## src/trmb_pkg.sv

```systemverilog
`default_nettype none

package trmb_pkg;

    // Default sizing of the message ring.
    localparam int RING_BYTES_DEF        = 4096;
    localparam int MAX_PAYLOAD_BYTES_DEF = 32;
    localparam int MAX_ALIGN_DEF         = 4096;

    // Stream widths: input tdata holds tag, size, align and payload byte;
    // output tdata holds status, read byte, not-empty flag and head tag.
    localparam int S_DATA_W = 56;
    localparam int S_USER_W = 2;
    localparam int M_DATA_W = 32;
    localparam int M_USER_W = 1;

    typedef enum logic [1:0] {
        CMD_POST_HDR  = 2'd0,
        CMD_POST_BYTE = 2'd1,
        CMD_READ      = 2'd2,
        CMD_TOSS      = 2'd3
    } cmd_t;

    typedef enum logic [2:0] {
        ST_OK         = 3'd0,
        ST_NO_SPACE   = 3'd1,
        ST_BAD_ARG    = 3'd2,
        ST_EMPTY      = 3'd3,
        ST_OUT_OF_SEQ = 3'd4
    } status_t;

    // Commands from the controller to the datapath.
    typedef struct packed {
        logic load_in;
        logic exec;
        logic hdr_step;
        logic fetch_start;
        logic fetch_step;
        logic stream_emit;
        logic resp_emit;
    } dp_ctl_t;

    // Status from the datapath to the controller.
    typedef struct packed {
        logic do_hdr;
        logic hdr_last;
        logic need_fetch;
        logic fetch_done;
        logic streaming;
        logic stream_last;
        logic out_free;
    } dp_sts_t;

endpackage

`default_nettype wire

```

## src/trmb_ctrl.sv

```systemverilog
`default_nettype none

module trmb_ctrl import trmb_pkg::*; (
    input  wire logic    aclk,
    input  wire logic    aresetn,
    input  wire logic    s_tvalid,
    output logic         s_tready,
    input  wire dp_sts_t sts,
    output dp_ctl_t      ctl
);

    typedef enum logic [7:0] {
        S_IDLE   = 8'b0000_0001,
        S_EXEC   = 8'b0000_0010,
        S_WRHDR  = 8'b0000_0100,
        S_HEAD   = 8'b0000_1000,
        S_FETCH  = 8'b0001_0000,
        S_RDREQ  = 8'b0010_0000,
        S_RDDATA = 8'b0100_0000,
        S_RESP   = 8'b1000_0000
    } state_t;

    state_t state_reg;
    state_t state_next;

    // A new beat is taken only while no command is in progress.
    assign s_tready = (state_reg == S_IDLE);

    // Next state and datapath commands.
    always_comb begin
        state_next = state_reg;
        ctl        = '0;
        unique case (state_reg)
            S_IDLE: begin
                if (s_tvalid) begin
                    ctl.load_in = 1'b1;
                    state_next  = S_EXEC;
                end
            end
            S_EXEC: begin
                ctl.exec   = 1'b1;
                state_next = sts.do_hdr ? S_WRHDR : S_HEAD;
            end
            S_WRHDR: begin
                ctl.hdr_step = 1'b1;
                if (sts.hdr_last) begin
                    state_next = S_HEAD;
                end
            end
            S_HEAD: begin
                if (sts.need_fetch) begin
                    ctl.fetch_start = 1'b1;
                    state_next      = S_FETCH;
                end else if (sts.streaming) begin
                    state_next = S_RDREQ;
                end else begin
                    state_next = S_RESP;
                end
            end
            S_FETCH: begin
                ctl.fetch_step = 1'b1;
                if (sts.fetch_done) begin
                    state_next = S_HEAD;
                end
            end
            S_RDREQ: begin
                state_next = S_RDDATA;
            end
            S_RDDATA: begin
                if (sts.out_free) begin
                    ctl.stream_emit = 1'b1;
                    state_next      = sts.stream_last ? S_IDLE : S_RDREQ;
                end
            end
            S_RESP: begin
                if (sts.out_free) begin
                    ctl.resp_emit = 1'b1;
                    state_next    = S_IDLE;
                end
            end
            default: begin
                state_next = S_IDLE;
            end
        endcase
    end

    // State register.
    always_ff @(posedge aclk) begin
        if (!aresetn) begin
            state_reg <= S_IDLE;
        end else begin
            state_reg <= state_next;
        end
    end

endmodule

`default_nettype wire

```

## config.mk

```make
export PLATFORM = sky130hd
export DESIGN_NAME = trmb_ctrl
export DESIGN_NICKNAME = d
export VERILOG_FILES = /design/src/trmb_pkg.sv /design/src/trmb_ctrl.sv
export SDC_FILE = /design/constraint.sdc
export NUM_CORES = 1
export LEC_CHECK = 0
export BUFFER_PORTS_ARGS = -buffer_cell sky130_fd_sc_hd__buf_4
export CORE_MARGIN = 5
export CORE_UTILIZATION = 42
export DETAILED_ROUTE_END_ITERATION = 8
export PLACE_DENSITY_LB_ADDON = 0.05
export REMOVE_ABC_BUFFERS = 1
export SYNTH_ARGS = -nofsm -noshare
export SYNTH_HDL_FRONTEND = slang
export SYNTH_SLANG_ARGS = --single-unit
export TNS_END_PERCENT = 30
```

## constraint.sdc

```tcl
create_clock -name aclk -period 1.6 [get_ports aclk]
set_input_delay 0.32 -clock aclk [delete_from_list [all_inputs] [get_ports aclk]]
set_output_delay 0.32 -clock aclk [all_outputs]
set_load 0.02 [all_outputs]
```

==> results of run 1 <==
==> kinds of logic (layout without fill, tap and decap cells) <==
kind of cell / Yosys count / count (layout) / synth area share, %
buf+inv: 6 / 47 / 4.73
xor+xnor: 3 / 3 / 4.73
flops: 8 / 8 / 28.8
simple gates: 39 / 39 / 43.0
compound gates: 12 / 12 / 18.7
==> layout make-up <==
type | instances | area [µm²] | area share (%)
inverters | 5 | 18.8 | 1.89
flip-flops and latches | 8 | 165 | 16.7
well taps | 15 | 18.8 | 1.89
clock buffers | 3 | 22.5 | 2.27
multi-input cells | 54 | 439 | 44.3
repair buffers | 39 | 327 | 33.0
==> worst max-delay path by stage <==
stage                  from           end  slack (ns)  cells past startpoint
4_1_cts        state_reg[7]        ctl[4]       -0.32                      4
5_1_grt        state_reg[7]        ctl[3]       -0.40                      5
6_report       state_reg[7]        ctl[4]       -0.35                      4
2_1_floorplan  state_reg[4]  state_reg[3]       -0.21                      4
3_3_place_gp   state_reg[4]  state_reg[7]       -0.17                      4
3_5_place_dp   state_reg[4]  state_reg[7]       -0.21                      4
==> per-layer routing <==
metal,share of wire [%],wire (µm),vias to the layer above
met3,6.8,123,6
met5,0,0,-
met4,2.7,48,0
met2,53,947,31
li1,-,-,335
met1,38,676,316
==> synth_stat cells (2+ instances only) <==
cell type  number  share of area [%]
nor4_1          2                2.3
nand2b_1        2                2.3
nor3b_1         2                2.7
nor2_1          6                4.1
nand2_1         6                4.1
a21boi_0        2                2.7
or4_4           2                4.1
nand3_1         3                2.7
dfxtp_1         8                 29
nand4b_1        2                3.2
nor2b_1         2                2.3
and3_1          2                2.3
a211oi_1        2                2.7
xor2_1          3                4.7
nor3_1          3                2.7
inv_1           5                3.4
==> worst max-delay path: stages, from the launching register on <==
cell	delay (ns)
dfxtp_1	0.31
or4_4	0.57
buf_6	0.15
nor3_4	0.20
buf_6	0.15
==> power breakdown <==
group / total, mW / switching [mW] / internal, mW
combinational: 0.411 / 0.193 / 0.218
sequential: 0.233 / 0.0148 / 0.218
clock: 0.160 / 0.0734 / 0.0862
total: 0.804 / 0.282 / 0.522
==> what timing repair did <==
action | in CTS | in global routing
gates resized for setup | 20 | 8
buffers inserted | 3 | 2
pin swaps | 7 | 4
endpoints found under the setup margin | 15 | 15
==> flow_summary.json, run 1 <==
{
  "maxCapViolCount": 0,
  "regToRegStartpoint": "state_reg[7]",
  "critical_path_arrival_ns": 1.63,
  "drt_iter0_drc": 5,
  "worst_pin_slew_ns": 0.263,
  "vias": 688,
  "synth-main-ff-cell": "dfxtp_1",
  "placed_cells": 116,
  "antenna_found_initial": 0,
  "final_util_pct": 78.1,
  "mostFrequentLayoutCells": "buf_4, buf_6, nand2_1",
  "placed_cell_area_um2": 822,
  "ctsRootBufferMaster": "clkbuf_4",
  "viasPerCell": 5.55,
  "place_worst_setup_slack_ns": -0.210,
  "hold_slack_ns": 0.319,
  "clockBufferDepth": 2,
  "final_common_cell": "buf_4",
  "grt_use_met2_pct": 33.8,
  "area_delta_synth_final_pct": 78.4,
  "start_util_pct": 43.8,
  "violations": "setup timing",
  "clkLatencyLatePin_ns": 0.26,
  "start_kind": "flop",
  "peakVddDrop_mv": 0.541,
  "grt.met1_usage_pct": 21.1,
  "slew_headroom_pct": 82.3,
  "diodes": 0,
  "wl_mm": 1.80,
  "cts_max_level": 1,
  "finalCritPeriodShare_pct": 122,
  "reg2regPathDepth": 4,
  "critical_path.endpoint_type": "output port",
  "nets": 121,
  "grt_max_degree": 10,
  "drc": 0,
  "setup_viol": 15,
  "outcome": "complete, but fails checks",
  "fillers": 92,
  "largest_reg_flops": 8,
  "drive_gt1_share_pct": 56.0,
  "rr_endpoint": "state_reg[7]",
  "hold_viol_final": 0,
  "avgRoutedWirePerCell_um": 14.5,
  "grt_pass1_wl_mm": 2.93,
  "async_flop_share_pct": 0,
  "grt_pass1_vias": 671,
  "grt.overflow.total": 0,
  "r2r_slack_ns": -0.22,
  "syn-instance-count": 68,
  "final_cells": 124,
  "yosysWarnings": 0,
  "skew_ns": 0.00751,
  "post-route-min-period_ns": 1.95,
  "critPathMaxFanout": 4,
  "cts_made_buffers": 3,
  "power_density_mw_per_mm2": 811,
  "gp_congestion": 0.829,
  "min_delay_path_depth": 3,
  "min_path_type": "in -> reg",
  "dr.pass1.iters": 4,
  "worstPathRequired_ns": 1.28,
  "portBuffers": 17,
  "path_class": "reg -> out",
  "holdBufCountCts": 0,
  "min_from": "sts[6]",
  "clkSinkCount": 8,
  "die_y_um": 46.4,
  "final.setup.worst_slack_ns": -0.349,
  "grtUsageTotal_pct": 19.5,
  "synth_seq_cells": 8,
  "design_area_um2": 991,
  "synth_edf_count": 0,
  "syn_area_um2": 556,
  "cts_tree": "done",
  "pin_count": 18,
  "dp_hpwl_mm": 1.32,
  "synth.avg_cell_area_um2": 8.17,
  "top_usage_layer": "met2",
  "die_area_mm2": 0.00215,
  "die_w_um": 46.4,
  "setup_tns_ns": -2.62,
  "row_count": 13,
  "max_freq_ghz": 0.513,
  "met3_usage_pct": 7.81,
  "leakagePower_nw": 0.468,
  "hold_end": "state_reg[2]",
  "rsz0062_at_grt": "true",
  "synthDistinctLibCells": 32,
  "coreArea_mm2": 0.00127,
  "drv_slew": 0,
  "total_power_mw": 0.804,
  "clk_pin_slew_worst_paths_ns": 0.06,
  "route.antenna.remaining_nets": 0,
  "synth-seq-area-share_pct": 28.8
}
Power figures use the tool's default switching activity.
==> run 2, diff against run 1 <==
- ABC_AREA: unset -> 1
- CORE_AREA: unset -> 5 5 42 44
- CORE_MARGIN: 5 -> unset
- CORE_UTILIZATION: 42 -> unset
- DIE_AREA: unset -> 0 0 47 49
- GPL_TIMING_DRIVEN: unset -> 0
- clock period: 1.6 -> 1.9 ns (I/O delays scaled with it)
==> run 2 against run 1 <==
Effect of this change:
- the flow now finishes without violations
- hold slack gained 0.048 ns
- flip-flop and latch count unchanged
- core utilization decreased by 23 points
- synthesized cell count increased by 50%
- clock power is 18% lower
- non-clock buffer count shrank 22
- clock skew decreased by 0.0051 ns
- sequential power down 24%
- combinational power shrank 74%
- final area is 22% lower
- worst setup slack better by 0.54 ns
- critical path type unchanged
==> flow_summary.json, run 2 <==
{
  "crit_top_cell": "nand2_1",
  "crit_slowest_cell": "dfxtp_1",
  "design_area_um2": 776,
  "synth_commonest_cells": "nand2_1, inv_1, nor2_1",
  "skew_ns": 0.00237,
  "min_path_type": "in -> reg",
  "dr.pass1.iters": 4,
  "ctsRootBufferMaster": "clkbuf_4",
  "total_power_mw": 0.413,
  "clockBufferDepth": 2,
  "seq_area_um2": 160,
  "fillers": 147,
  "maxCapViolCount": 0,
  "crit_path_max_incr_delay_ns": 0.31,
  "clkLatencyLatePin_ns": 0.26,
  "start_util_pct": 43.7,
  "critical-path-top-delay-family": "simple AND/OR/NAND/NOR gates",
  "die_w_um": 47,
  "grt_pass1_wl_mm": 1.99,
  "combPwrFrac_pct": 25.5,
  "critical_path_arrival_ns": 1.33,
  "async_flop_share_pct": 0,
  "pwr-share-seq_pct": 42.7,
  "p_clk_share_pct": 31.8,
  "dp_hpwl_mm": 1.10,
  "hold_slack_ns": 0.367,
  "placed_cell_area_um2": 753,
  "rsz0062_at_grt": "false",
  "setup_viol": 0,
  "diodes": 0,
  "grtUsageTotal_pct": 11.8,
  "yosysWarnings": 0,
  "mostFrequentLayoutCells": "nand2_1, inv_1, nor2_1, buf_4, dfxtp_1",
  "route.antenna.remaining_nets": 0,
  "viasPerCell": 4.64,
  "finalCritPeriodShare_pct": 90.0,
  "cts_setup_buffers": 0,
  "largest_reg_flops": 8,
  "worstPathRequired_ns": 1.52,
  "portBuffers": 17,
  "syn-instance-count": 102,
  "drc": 0,
  "syn_area_um2": 613,
  "cts-resized-gates": 0,
  "grt_pass1_vias": 531,
  "yosys.area.top_type": "dfxtp_1",
  "synth_seq_cells": 8,
  "hold_viol_final": 0,
  "power_density_mw_per_mm2": 532,
  "holdBufCountCts": 0,
  "crit_chain": "inv_1, nand2_1, nor2_4, nand2_1, nor2_1, buf_4",
  "nets": 133,
  "drv_slew": 0,
  "leakagePower_nw": 0.432,
  "avgRoutedWirePerCell_um": 9.26,
  "synth-main-ff-cell": "dfxtp_1",
  "critPathMaxFanout": 8,
  "max_freq_ghz": 0.584,
  "synth_top_area_share_pct": 26.1,
  "internal-power_mw": 0.288,
  "slew_headroom_pct": 82.3,
  "post-route-min-period_ns": 1.71,
  "final_util_pct": 55.4,
  "vias": 636,
  "critical_path.endpoint_type": "output port",
  "peakVddDrop_mv": 0.437,
  "die_y_um": 49,
  "clkSinkCount": 8,
  "area_delta_synth_final_pct": 26.5,
  "synth-seq-area-share_pct": 26.1,
  "die_area_mm2": 0.00230,
  "drive_gt1_share_pct": 28.9,
  "p_switching_mw": 0.125,
  "clk_pin_slew_worst_paths_ns": 0.05,
  "grt_max_degree": 9,
  "row_count": 14,
  "start_kind": "flop",
  "cts_max_level": 1,
  "outcome": "finished clean",
  "drt_iter0_drc": 12,
  "cts_made_buffers": 3,
  "crit_buf_inv": 2,
  "path_class": "reg -> out",
  "setup_tns_ns": 0,
  "cts_tree": "done",
  "pin_count": 18,
  "final_common_cell": "nand2_1",
  "multi_input_area_um2": 359,
  "gp_congestion": 0.830,
  "synthTopCellsByArea": "dfxtp_1, nand2_1, inv_1",
  "coreArea_mm2": 0.00140,
  "wl_mm": 1.27,
  "worst_pin_slew_ns": 0.265,
  "synth.avg_cell_area_um2": 6.01,
  "grt.overflow.total": 0,
  "antenna_found_initial": 0,
  "synthDistinctLibCells": 21,
  "switching_share_pct": 30.2,
  "synth_most_common_cell": "nand2_1",
  "synth_edf_count": 0
}
-- run 2: cell count changes in the layout (fill, tap and decap cells not counted), moves of 6 or more --
cell / previous run / this run
nor2_1: 4 / 17
buf_4: 30 / 17
inv_2: 0 / 6
buf_6: 9 / 0
inv_1: 5 / 17
nand2_1: 6 / 27
-- run 2: per-stage QoR --
step           worst slack, ns  std cells
2_1_floorplan            0.512        101
3_3_place_gp             0.472        134
3_5_place_dp             0.468        134
4_1_cts                  0.192        137
5_1_grt                 0.0756        137
6_report                 0.189        137
-- run 2: tightest hold or removal path, cell delays in order --
cell and delay (ns):
buf_4 0.09, nand4_1 0.08, inv_1 0.05
-- run 2: layout make-up --
type                       instances  area share, %
clock buffer                       3           2.90
inverter                          23           11.1
multi-input combinational         70           46.3
sequential                         8           20.6
tap                               16           2.58
timing repair buffer              17           16.5
-- run 2: routing by layer --
metal / GRT usage [%] / vias to the layer above / routed length, µm
li1: - / 346 / -
met1: 15.6 / 263 / 603
met2: 17.0 / 22 / 538
met3: 3.69 / 5 / 97
met4: 5.53 / 0 / 28
met5: 0 / - / 0
-- run 2: path summary, 6_finish.rpt --
kind                start      endpoint  slack, ns  cells past startpoint
max          state_reg[3]        ctl[1]       0.19                      6
min reg2reg  state_reg[5]  state_reg[6]       0.60                      4
min               aresetn  state_reg[5]       0.37                      3
max reg2reg  state_reg[3]  state_reg[3]       0.54                      8
-- run 2: cells by family (layout without fill, tap and decap cells) --
logic type	after synthesis	in the layout	share of synthesized area, %
buffers and inverters	24	43	15.3
AND/OR/NAND/NOR	63	63	51.4
flip-flops	8	8	26.1
AO/OA/AOI/OAI	7	7	7.14
-- run 2: power groups by stage --
stage                     Clock [mW]  Combinational (mW)  Sequential, mW
after floorplan                    0              0.0687           0.179
after global placement             0               0.104           0.180
final                          0.131               0.105           0.176
after CTS                      0.130               0.106           0.176
after detailed placement           0               0.106           0.180
after global routing           0.141               0.115           0.177
